**config.mk**
```make
export PLATFORM = sky130hd
export DESIGN_NAME = ipv4_dotted_string_parser
export DESIGN_NICKNAME = d
export VERILOG_FILES = /design/src/hw/rtl/ipv4p_pkg.sv /design/src/hw/rtl/ipv4_dotted_string_parser.sv /design/src/hw/rtl/ipv4p_in_stage.sv /design/src/hw/rtl/ipv4p_core.sv /design/src/hw/rtl/ipv4p_out_reg.sv
export VERILOG_INCLUDE_DIRS = /design/src /design/src/hw/rtl
export SDC_FILE = /design/constraint.sdc
export NUM_CORES = 1
export LEC_CHECK = 0
export BUFFER_PORTS_ARGS = -buffer_cell sky130_fd_sc_hd__buf_2
export CORE_MARGIN = 10
export CORE_UTILIZATION = 30
export DETAILED_ROUTE_END_ITERATION = 8
export GPL_ROUTABILITY_DRIVEN = 0
export PLACE_DENSITY = 0.52
export SYNTH_ARGS = -nofsm -noshare
export SYNTH_HDL_FRONTEND = slang
export SYNTH_SLANG_ARGS = --single-unit
```
**constraint.sdc**
```tcl
create_clock -name clk -period 11.46 [get_ports clk]
set_clock_uncertainty 0.15 [all_clocks]
set_input_delay 1.146 -clock clk [delete_from_list [all_inputs] [get_ports clk]]
set_output_delay 1.146 -clock clk [all_outputs]
set_load 0.03 [all_outputs]
```
**src/hw/rtl/ipv4_dotted_string_parser_assert.svh**
```systemverilog
// assertion macros shared by the ipv4 parser modules
// expects clk and arst_n in the scope of the module that uses them
`ifndef IPV4_DOTTED_STRING_PARSER_ASSERT_SVH
`define IPV4_DOTTED_STRING_PARSER_ASSERT_SVH

// property checked on every edge outside reset
`define IPV4P_ASSERT(label, prop, msg) \
	label: assert property (@(posedge clk) disable iff (!arst_n) (prop)) else $error(msg);

// condition on one edge implies a condition on the next edge
`define IPV4P_ASSERT_NEXT(label, cond, nxt, msg) \
	label: assert property (@(posedge clk) disable iff (!arst_n) (cond) |=> (nxt)) \
		else $error(msg);

`endif

```
**src/hw/rtl/ipv4p_pkg.sv**
```systemverilog
// types and constants for the ipv4 dotted string parser
// no dependencies
package ipv4p_pkg;

	localparam int OFFSET_BITS_DEF = 12;
	localparam int CH_BITS         = 8;
	localparam int ADDR_BITS       = 32;

	localparam logic [7:0] CH_DOT   = 8'h2e;
	localparam logic [7:0] CH_ZERO  = 8'h30;
	localparam logic [7:0] CH_NINE  = 8'h39;
	localparam logic [7:0] CH_LO_X  = 8'h78;
	localparam logic [7:0] CH_UP_X  = 8'h58;
	localparam logic [7:0] CH_LO_A  = 8'h61;
	localparam logic [7:0] CH_LO_F  = 8'h66;
	localparam logic [7:0] CH_UP_A  = 8'h41;
	localparam logic [7:0] CH_UP_F  = 8'h46;

	localparam logic STATUS_OK      = 1'b0;
	localparam logic STATUS_INVALID = 1'b1;

	typedef enum logic [1:0] {
		PH_IDLE,
		PH_START,
		PH_DIGITS
	} phase_t;

	typedef enum logic [1:0] {
		BASE_DEC,
		BASE_OCT,
		BASE_HEX
	} base_t;

	// one character handed from the input stage to the parse core
	typedef struct packed {
		logic       en;
		logic       first;
		logic [7:0] ch;
	} step_t;

	// result control from the core to the output register
	typedef struct packed {
		logic valid;
		logic status;
	} res_ctl_t;

endpackage

```
**src/hw/rtl/ipv4_dotted_string_parser.sv**
```systemverilog
// top level of the ipv4 dotted string parser
// depends on ipv4p_pkg, ipv4p_in_stage, ipv4p_core, ipv4p_out_reg
//
// channel  dir  handshake            payload
// s_       in   s_tvalid/s_tready    s_tdata[7:0] ch, s_tuser first_char
// m_       out  m_tvalid/m_tready    m_tdata: status, address, terminator_offset
// cfg_     in   cfg_valid/cfg_ready  cfg_data strict_mode
//
// one character per cycle sustained while m_tready is high; a character is parsed
// while it sits in the input register, and its result (if any) is registered into
// the output register as the character leaves it; the output register holds a
// result while m_tready is low; the input register keeps taking characters until it is itself full
// arst_n clears the parse state, strict mode and both valid flags

module ipv4_dotted_string_parser import ipv4p_pkg::*; #(
	parameter int OFFSET_BITS = OFFSET_BITS_DEF,
	localparam int TDATA_BITS = ((ADDR_BITS + 1 + OFFSET_BITS + 7) / 8) * 8
) (
	input  logic                  clk,
	input  logic                  arst_n,
	input  logic                  s_tvalid,
	output logic                  s_tready,
	input  logic [7:0]            s_tdata,  // [7:0] ch
	input  logic                  s_tuser,  // [0] first_char
	output logic                  m_tvalid,
	input  logic                  m_tready,
	output logic [TDATA_BITS-1:0] m_tdata,  // [0] status, [32:1] address, then offset
	input  logic                  cfg_valid,
	output logic                  cfg_ready,
	input  logic                  cfg_data
);

	step_t                  step;
	res_ctl_t               res;
	logic [ADDR_BITS-1:0]   res_addr;
	logic [OFFSET_BITS-1:0] res_offset;
	logic                   advance;

	assign cfg_ready = 1'b1;

	ipv4p_in_stage u_in (
		.clk      (clk),
		.arst_n   (arst_n),
		.s_tvalid (s_tvalid),
		.s_tready (s_tready),
		.s_tdata  (s_tdata),
		.s_tuser  (s_tuser),
		.advance  (advance),
		.step     (step)
	);

	ipv4p_core #(
		.OFFSET_BITS (OFFSET_BITS)
	) u_core (
		.clk        (clk),
		.arst_n     (arst_n),
		.cfg_valid  (cfg_valid && cfg_ready),
		.cfg_data   (cfg_data),
		.step       (step),
		.res        (res),
		.res_addr   (res_addr),
		.res_offset (res_offset)
	);

	ipv4p_out_reg #(
		.OFFSET_BITS (OFFSET_BITS),
		.TDATA_BITS  (TDATA_BITS)
	) u_out (
		.clk        (clk),
		.arst_n     (arst_n),
		.res        (res),
		.res_addr   (res_addr),
		.res_offset (res_offset),
		.advance    (advance),
		.m_tvalid   (m_tvalid),
		.m_tready   (m_tready),
		.m_tdata    (m_tdata)
	);

endmodule

```
**src/hw/rtl/ipv4p_in_stage.sv**
```systemverilog
// input register for the character stream
// depends on ipv4p_pkg
`include "ipv4_dotted_string_parser_assert.svh"

module ipv4p_in_stage import ipv4p_pkg::*; (
	input  logic       clk,
	input  logic       arst_n,
	input  logic       s_tvalid,
	output logic       s_tready,
	input  logic [7:0] s_tdata,
	input  logic       s_tuser,
	input  logic       advance,
	output step_t      step
);

	logic       valid_s1;
	logic       first_s1;
	logic [7:0] ch_s1;

	assign s_tready = !valid_s1 || advance;

	always_ff @(posedge clk or negedge arst_n) begin
		if (!arst_n) begin
			valid_s1 <= 1'b0;
		end else if (s_tready) begin
			valid_s1 <= s_tvalid;
		end
	end

	always_ff @(posedge clk) begin
		if (s_tvalid && s_tready) begin
			ch_s1    <= s_tdata;
			first_s1 <= s_tuser;
		end
	end

	always_comb begin
		step.en    = valid_s1 && advance;
		step.first = first_s1;
		step.ch    = ch_s1;
	end

	// a held character must not be dropped while the core is blocked
	`IPV4P_ASSERT_NEXT(a_hold_s1, valid_s1 && !advance, valid_s1 && $stable(ch_s1), "character lost while stalled")

endmodule

```
**src/hw/rtl/ipv4p_core.sv**
```systemverilog
// parse state and per-character step logic, plus the strict mode register
// depends on ipv4p_pkg
`include "ipv4_dotted_string_parser_assert.svh"

module ipv4p_core import ipv4p_pkg::*; #(
	parameter int OFFSET_BITS = OFFSET_BITS_DEF
) (
	input  logic                   clk,
	input  logic                   arst_n,
	input  logic                   cfg_valid,
	input  logic                   cfg_data,
	input  step_t                  step,
	output res_ctl_t               res,
	output logic [ADDR_BITS-1:0]   res_addr,
	output logic [OFFSET_BITS-1:0] res_offset
);

	localparam logic [OFFSET_BITS-1:0] POS_MAX = '1;

	function automatic logic [OFFSET_BITS-1:0] pos_inc(input logic [OFFSET_BITS-1:0] p);
		pos_inc = (p == POS_MAX) ? p : p + 1'b1;
	endfunction

	logic                   strict_q;
	phase_t                 phase_q, phase_d;
	base_t                  base_q, base_d;
	logic [31:0]            pv_q, pv_d;
	logic [1:0]             dc_q, dc_d;
	logic [2:0]             pc_q, pc_d;
	logic [2:0][7:0]        lb_q, lb_d;
	logic                   tb_q, tb_d;
	logic [OFFSET_BITS-1:0] pos_q, pos_d;
	logic [OFFSET_BITS-1:0] ps_q, ps_d;
	logic                   lz_q, lz_d;

	always_ff @(posedge clk or negedge arst_n) begin
		if (!arst_n) begin
			strict_q <= 1'b0;
			phase_q  <= PH_IDLE;
			base_q   <= BASE_DEC;
			pv_q     <= '0;
			dc_q     <= '0;
			pc_q     <= '0;
			lb_q     <= '0;
			tb_q     <= 1'b0;
			pos_q    <= '0;
			ps_q     <= '0;
			lz_q     <= 1'b0;
		end else begin
			if (cfg_valid) begin
				strict_q <= cfg_data;
			end
			phase_q <= phase_d;
			base_q  <= base_d;
			pv_q    <= pv_d;
			dc_q    <= dc_d;
			pc_q    <= pc_d;
			lb_q    <= lb_d;
			tb_q    <= tb_d;
			pos_q   <= pos_d;
			ps_q    <= ps_d;
			lz_q    <= lz_d;
		end
	end

	always_comb begin
		phase_t                 ph;
		base_t                  base;
		logic [31:0]            pv;
		logic [1:0]             dc;
		logic [2:0]             pc;
		logic [2:0][7:0]        lb;
		logic                   tb;
		logic [OFFSET_BITS-1:0] pos;
		logic [OFFSET_BITS-1:0] ps;
		logic                   lz;
		logic                   active;
		logic                   done;
		logic                   emit;
		logic                   err;
		logic [OFFSET_BITS-1:0] eoff;
		logic [31:0]            addr;
		logic                   is_x;
		logic                   is_zero;
		logic                   is_dec;
		logic                   is_hex_letter;
		logic                   found;
		logic                   in_radix;
		logic [3:0]             dig;
		logic [35:0]            v;
		logic                   too_big_last;

		ph     = phase_q;
		base   = base_q;
		pv     = pv_q;
		dc     = dc_q;
		pc     = pc_q;
		lb     = lb_q;
		tb     = tb_q;
		pos    = pos_q;
		ps     = ps_q;
		lz     = lz_q;
		active = 1'b0;
		done   = 1'b0;
		emit   = 1'b0;
		err    = 1'b0;
		eoff   = '0;
		addr   = '0;
		v      = '0;

		is_x    = (step.ch == CH_LO_X) || (step.ch == CH_UP_X);
		is_zero = (step.ch == CH_ZERO);
		is_dec  = (step.ch >= CH_ZERO) && (step.ch <= CH_NINE);
		is_hex_letter = ((step.ch >= CH_LO_A) && (step.ch <= CH_LO_F)) ||
			((step.ch >= CH_UP_A) && (step.ch <= CH_UP_F));
		dig = is_dec ? step.ch[3:0] : step.ch[3:0] + 4'd9;

		if (step.en) begin
			if (step.first) begin
				ph     = PH_START;
				base   = BASE_DEC;
				pv     = '0;
				dc     = '0;
				pc     = '0;
				lb     = '0;
				tb     = 1'b0;
				ps     = '0;
				lz     = 1'b0;
				pos    = '0;
				active = 1'b1;
			end else if (phase_q != PH_IDLE) begin
				pos    = pos_inc(pos_q);
				active = 1'b1;
			end
		end

		if (active && ph == PH_START) begin
			ps = pos;
			pv = '0;
			dc = '0;
			lz = is_zero;
			ph = PH_DIGITS;
			if (!strict_q && is_zero) begin
				base = BASE_OCT;
				dc   = 2'd1;
				done = 1'b1;
			end else begin
				base = BASE_DEC;
			end
		end

		// "0x" prefix switches the part to hex outside strict mode
		if (active && !done && !strict_q && base == BASE_OCT && dc == 2'd1 && lz && is_x) begin
			base = BASE_HEX;
			dc   = '0;
			pv   = '0;
			done = 1'b1;
		end

		unique case (base)
			BASE_HEX: begin
				found    = is_dec || is_hex_letter;
				in_radix = found;
				v        = {pv, 4'b0} + 36'(dig);
			end
			BASE_OCT: begin
				found    = is_dec;
				in_radix = is_dec && !dig[3];
				v        = {1'b0, pv, 3'b0} + 36'(dig);
			end
			default: begin
				found    = is_dec;
				in_radix = is_dec;
				v        = {1'b0, pv, 3'b0} + {3'b0, pv, 1'b0} + 36'(dig);
			end
		endcase

		unique case (pc)
			3'd3:    too_big_last = |pv[31:8];
			3'd2:    too_big_last = |pv[31:16];
			3'd1:    too_big_last = |pv[31:24];
			default: too_big_last = 1'b0;
		endcase

		if (active && !done) begin
			priority if (found && !in_radix && base == BASE_OCT && dc == 2'd1) begin
				// lone leading zero followed by 8 or 9
				emit = 1'b1;
				err  = 1'b1;
				eoff = pos;
			end else if (found && in_radix) begin
				if (|v[35:32]) begin
					emit = 1'b1;
					err  = 1'b1;
					eoff = pos;
				end else begin
					pv = v[31:0];
					if (dc != 2'd2) begin
						dc = dc + 2'd1;
					end
				end
			end else if (strict_q && dc == 2'd1 && lz && is_x) begin
				emit = 1'b1;
				err  = 1'b1;
				eoff = pos_inc(pos);
			end else if (dc == 2'd0) begin
				// empty part
				emit = 1'b1;
				err  = 1'b1;
				eoff = (step.ch == CH_DOT && pc != 3'd3) ? pos_inc(pos) : pos;
			end else if (strict_q && lz && dc == 2'd2) begin
				emit = 1'b1;
				err  = 1'b1;
				eoff = pos_inc(ps);
			end else if (step.ch == CH_DOT) begin
				if (pc == 3'd3) begin
					emit = 1'b1;
					err  = 1'b1;
					eoff = pos;
				end else begin
					lb[pc[1:0]] = pv[7:0];
					if (|pv[31:8]) begin
						tb = 1'b1;
					end
					pc = pc + 3'd1;
					ph = PH_START;
				end
			end else begin
				// terminator: assemble the address
				emit = 1'b1;
				eoff = pos;
				err  = tb || too_big_last || (strict_q && pc != 3'd3);
				unique case (pc)
					3'd3:    addr = {lb[0], lb[1], lb[2], pv[7:0]};
					3'd2:    addr = {lb[0], lb[1], pv[15:0]};
					3'd1:    addr = {lb[0], pv[23:0]};
					default: addr = pv;
				endcase
			end
		end

		phase_d = emit ? PH_IDLE : ph;
		base_d  = base;
		pv_d    = pv;
		dc_d    = dc;
		pc_d    = pc;
		lb_d    = lb;
		tb_d    = tb;
		pos_d   = pos;
		ps_d    = ps;
		lz_d    = lz;

		res.valid  = emit;
		res.status = err ? STATUS_INVALID : STATUS_OK;
		res_addr   = err ? '0 : addr;
		res_offset = eoff;
	end

	`IPV4P_ASSERT(a_err_zero_addr, !(res.valid && res.status == STATUS_INVALID) || res_addr == '0, "error result with nonzero address")
	`IPV4P_ASSERT(a_pc_range, pc_q <= 3'd3, "part count beyond four parts")
	`IPV4P_ASSERT_NEXT(a_idle_pos, phase_q == PH_IDLE && !(step.en && step.first), $stable(pos_q), "position moved while idle")

endmodule

```
**src/hw/rtl/ipv4p_out_reg.sv**
```systemverilog
// result register driving the output stream
// depends on ipv4p_pkg
`include "ipv4_dotted_string_parser_assert.svh"

module ipv4p_out_reg import ipv4p_pkg::*; #(
	parameter int OFFSET_BITS = OFFSET_BITS_DEF,
	parameter int TDATA_BITS  = 48
) (
	input  logic                   clk,
	input  logic                   arst_n,
	input  res_ctl_t               res,
	input  logic [ADDR_BITS-1:0]   res_addr,
	input  logic [OFFSET_BITS-1:0] res_offset,
	output logic                   advance,
	output logic                   m_tvalid,
	input  logic                   m_tready,
	output logic [TDATA_BITS-1:0]  m_tdata
);

	logic                   valid_q;
	logic                   status_q;
	logic [ADDR_BITS-1:0]   addr_q;
	logic [OFFSET_BITS-1:0] offset_q;

	assign advance  = !valid_q || m_tready;
	assign m_tvalid = valid_q;

	always_ff @(posedge clk or negedge arst_n) begin
		if (!arst_n) begin
			valid_q <= 1'b0;
		end else if (res.valid) begin
			valid_q <= 1'b1;
		end else if (m_tready) begin
			valid_q <= 1'b0;
		end
	end

	always_ff @(posedge clk) begin
		if (res.valid) begin
			status_q <= res.status;
			addr_q   <= res_addr;
			offset_q <= res_offset;
		end
	end

	always_comb begin
		m_tdata = '0;
		m_tdata[0] = status_q;
		m_tdata[ADDR_BITS:1] = addr_q;
		m_tdata[ADDR_BITS+1 +: OFFSET_BITS] = offset_q;
	end

	// a taken result with nothing new behind it leaves the register empty
	`IPV4P_ASSERT_NEXT(a_drain, valid_q && m_tready && !res.valid, !valid_q, "result repeated after transfer")

endmodule
```
# After elaboration in Yosys (flattened, before gate mapping)
# Cells that the tools add are included.
# totals
output_inout_bits	51
in_bits	15
register_bits	148
wordCells	227
# op_classes
reduce_logical	49
bitwise_logic	1
n_eq_ne	19
n_addsub	10
n_mux	120
order_cmp	8
# ops
op	count
two-way mux 32 bit	8
two-way mux 24 bit	10
two-way mux 12 bit	18
one-hot mux 32 bit (3 select lines)	1
adder 36 x 4 -> 36 bit	2
one-hot mux 36 bit (2 select lines)	1
two-way mux 2 bit	25
two-way mux 1 bit	41
adder 12 x 1 -> 12 bit, second input constant	3
adder 35 x 33 -> 36 bit	1
adder 35 x 4 -> 36 bit	1
equality test 12 bit, second input constant	3
two-way mux 3 bit	10
logical AND 1 bit	27
bitwise mux 24 bit	1
OR reduction 24 bit	1
demux 8 bit (select 2 bit)	1
equality test 8 x 6 -> 1 bit, second input constant	2
equality test 8 x 7 -> 1 bit, second input constant	2
>= comparator 8 x 7 -> 1 bit, second input constant	2
less-or-equal comparator 8 x 7 -> 1 bit, second input constant	2
OR reduction 16 bit	1
OR reduction 8 bit	2
equality test 2 x 1 -> 1 bit, second input constant	5
other kinds (22)	37

# Logic depth before layout (Yosys ltp)
# logic_depth
word_depth	27
mapped_depth	26
ltp_nobuf	21

# Cells and area by module
# Synthesis repeated with hierarchy kept, for this count alone.
# unflattened
cells_unflattened	1308
hier_area_um2	11629.9
# modules_own_cells
mod	n_inst	seq_area_each_um2	cells_per_inst	area_per_inst_um2
ipv4p_core	1	2302.2	1238	9848.2
ipv4p_out_reg	1	1376.3	53	1432.6
ipv4p_in_stage	1	295.3	15	337.8
ipv4_dotted_string_parser	1	0.0	2	11.3

# Worst setup path after synthesis
# OpenSTA, ideal clock, no wires.
# synth_path
path_kind	input port to flip-flop
from	input m_tready
to	register u_out.addr_q[0] (enable)
required_time_ps	10862
arrival_ps	7299
n_path_buf	5
setup_ps	448
stages	24
path_slack_ps	3564
path_cell_list	nand2b_1 buf_2 o211a_1 a31oi_1 clkbuf_1 clkbuf_1 clkbuf_1 nand2_1 inv_1 ha_1 ha_1 inv_1 fa_1 nand2b_1 a21oi_1 o21ai_0 a211oi_1 or2_2 a21o_1 mux2_2 o2111ai_2 buf_4 nand2_2 nor2_1
# synth_rtl
element	line_no	text
start: declaration	ipv4_dotted_string_parser.sv:26	input logic m_tready,
end signal: assignment	ipv4p_out_reg.sv:41	addr_q <= res_addr;
end: declaration	ipv4p_out_reg.sv:22	logic [ADDR_BITS-1:0] addr_q;

# Final worst setup path
# layout_path
from	input m_tready
to	register u_out.addr_q[22] (data pin)
# layout_via
elab_chain_len	26
word_cells_on_any_way	79
cone_classes	4 x add/sub; 11 x eq/ne; 32 x mux; 1 x bitwise; 31 x reduce/logical
# layout_rtl
element	line_no	text
logical OR 1 bit (*)	ipv4p_out_reg.sv:25	assign advance = !valid_q || m_tready;
logical AND 1 bit (*)	ipv4p_in_stage.sv:38	step.en = valid_s1 && advance;
parallel branches: the longest is 24 deep, another holds two-way mux 32 bit	-	
# Mark *: on every way between the ends.
# A chain may end at the register's enable or synchronous reset.

==> impl_results.md <==
- Hold Path Origin: u_core.tb_q
- Critical path data arrival time: 7130 ps
- Final Setup Violations: 0
- Number of cell rows: 71
- Max_slew headroom: 27.0%
- Area growth from synthesis to layout: 11.1%
- Max-Cap Viols: 0
- Final cell count without fillers: 1855
- Post-synthesis cell type count: 94
- Slew @ Worst Pin: 1090 ps
- Die height: 215 um
- DRC violations left: 0
- GRT overflow: 0
- Met2 Wirelength: 17300 um
- Overall die width: 215 um
- ANT cells: 0
- Most common cell after layout, fill and taps aside: nand2_1
- Commonest non-fill, non-tap cells in the layout: 129 x nand2_1, 102 x nor2_1, 99 x o21ai_0
- Top-area cell type share of the netlist area: 20.5%
- Length of the first detailed-routing pass in iterations: 7
- First-pass GRT wire length: 58600 um
- Met1 WL: 17000 um
- Top layer in use: met4
- Wire length per cell: 20.1 um
- Final wirelength: 37200 um
- WS Path Type: in2reg
- Final Core Density: 33.8%
- VDD IR max: 59.8 uV
- R2r setup slk: 4600 ps
- Final #Nets: 1429
- Hold Crit Endpoint: u_core.tb_q
- Syn avg cell area: 8.73 um^2
- WP data required: 11460 ps
- Achievable frequency: 0.140 GHz
- CTS Hold Buffers Added: 0
- Initial cell density of the core: 30.4%
- Vias: 10400
- Final Slew Violations: 0
- Syn. warnings: 0
- Setup TNS Final: 0 ps
- # resized after CTS: 0
- Startpoint Class: input port
- Post-Synthesis Cells: 1311
- Initial drt markers: 811
- Total Power: 1.58 mW
- Num CTS Buffers: 17
- Worst-path clk slew: 60 ps
- Vias per cell: 5.61
- Die area: 46400 um^2
- Async SR Flop Fraction: 63.5%
- Dpl hpwl: 28100 um
- Largest net degree at the start of global routing: 62
- Vias in the first global route: 10100
- Clock Sinks: 148
- Core ar.: 37700 um^2
- Worst r2r src: u_in.valid_s1
- Routed met3 length: 2320 um
- Antenna violations before repair: 0
- Top Ports: 66
- Port Buf Inserts: 61
- Crit-path max FO: 38
- EDFF count, synth: 54
- Gr usage total: 15.7%
- Fillers: 3954
- Mapped Area: 11400 um^2
- Hold Fails Final Rpt: 0
- Register area share after synthesis: 34.7%
- Pleak: 5.50 nW
- Root buffer cell: clkbuf_16
- Max Buffers Root-to-Sink: 2
- Primary FF master, synth: dfrtp_1
- Tcrit/Tclk final: 62.2%
- Outcome: finished clean
- CTS tree: done
- Seq cells post-synth: 148
- Fin crit period: 7130 ps
- Area leader, netlist: dfrtp_1
- Synth top area cells: dfrtp_1 21%, edfxtp_1 14%, ha_1 8.9%
- Hold WC Path Type: reg2reg
- Worst hold path depth: 2
- Worst R2R End: u_out.addr_q[22]
- H-tree depth: 4
- Clk_lat worst skew: 450 ps
- Post-CTS setup buffers: 0
- Routed Antenna Nets: 0
- Setup crit end kind: flip-flop
- RSZ-0062 raised after global routing: false
- Power Density: 124 nW/um^2
- Share of layout cells above drive strength 1: 11.2%
- Dpl cells: 1823
- Reg2Reg Depth: 20
cells by family (layout without fill, tap and decap cells):
family                   Yosys count  in the layout  synth area share, %
AND/OR/NAND/NOR                  473            473                 20.8
XOR/XNOR                          67             67                 5.13
adder cells (fa/ha/maj)           83             83                 9.20
AO/OA/AOI/OAI                    374            374                 22.1
buffers and inverters            134            165                 5.05
flip-flops                       148            148                 34.7
other                              2              4               0.0656
multiplexers                      30             30                 2.92
registers in the layout, summed over array words and instances, names as in the netlist, 2 cells and up:
signal,cells
u_core.phase_q,2
u_out.addr_q,32
u_in.ch_s1,8
u_core.dc_q,2
u_core.ps_q,12
u_core.base_q,2
u_core.pc_q,3
u_out.offset_q,12
u_core.pos_q,12
u_core.lb_q,24
u_core.pv_q,32
routing by layer:
layer | vias to the layer above | GRT usage, %
met4 | 0 | 4.37
met3 | 36 | 2.74
met2 | 380 | 25.2
li1 | 4891 | -
met5 | - | 0
met1 | 5091 | 21.2
worst max-delay path, stage by stage:
cell	delay, ps
buf_2	80
nand2b_1	420
o211a_1	550
a31oi_2	70
buf_4	280
nand2_1	230
inv_1	170
fa_1	600
inv_1	70
fa_1	420
nand2b_1	190
a21oi_1	180
o21ai_0	170
a211oi_1	400
nor2_1	120
o41ai_1	420
mux2i_1	160
o2111ai_2	110
buf_4	300
a21o_1	870
nor2_1	130
worst max path at each step:
stage | from | to | slack (ps) | cells past startpoint
after floorplan | m_tready | u_out.addr_q[0] | 3560 | 24
after global placement | m_tready | u_out.addr_q[13] | 4030 | 21
after detailed placement | m_tready | u_out.addr_q[13] | 3880 | 21
after CTS | m_tready | u_out.addr_q[22] | 4340 | 21
after global routing | m_tready | u_out.addr_q[22] | 3720 | 21
final | m_tready | u_out.addr_q[22] | 4330 | 21
power by group:
| group | total (mW) | internal (mW) | leakage (nW) | switching [mW] |
|---|---|---|---|---|
| sequential | 0.654 | 0.614 | 1.83 | 0.0405 |
| clock | 0.546 | 0.301 | 0.259 | 0.245 |
| combinational | 0.379 | 0.0961 | 3.41 | 0.283 |
synthesized netlist by cell type (all sizes together) (6+ instances only):
cell type and n:
o211ai 12, and4 9, mux2i 18, nor4 15
xor2 18, a211oi 13, mux2 12, o31ai 6
nand4 21, nor2b 6, and3 15, a21oi 73
a32oi 17, a21o 18, nor3 24, o21ai 102
o21a 7, ha 81, a31oi 27, edfxtp 54
or3 7, nand2b 17, a22oi 25, dfrtp 94
buf 23, and2 31, o22ai 8, nand2 130
xnor2 49, clkbuf 52, or2 10, inv 58
a221oi 7, nor2 103, nand3 68
stage by stage:
stage          worst slack [ps]  hold slack (ps)  area, um^2
6_report                   4330              352       12700
5_1_grt                    3720              369       12700
4_1_cts                    4340              347       12700
3_5_place_dp               3880              333       12200
3_3_place_gp               4030              310       12200
2_1_floorplan              3560              294       11500
cell type report:
type / instances / area [um^2] / share of cell area [%]
multi-input cells: 1031 / 6920 / 54.4
flip-flops and latches: 148 / 3970 / 31.2
well taps: 511 / 639 / 5.03
clock buffers: 19 / 433 / 3.40
repair buffers: 74 / 405 / 3.19
inverters: 59 / 221 / 1.74
clock inverters: 13 / 121 / 0.954
(Power assumes the default switching activity.)
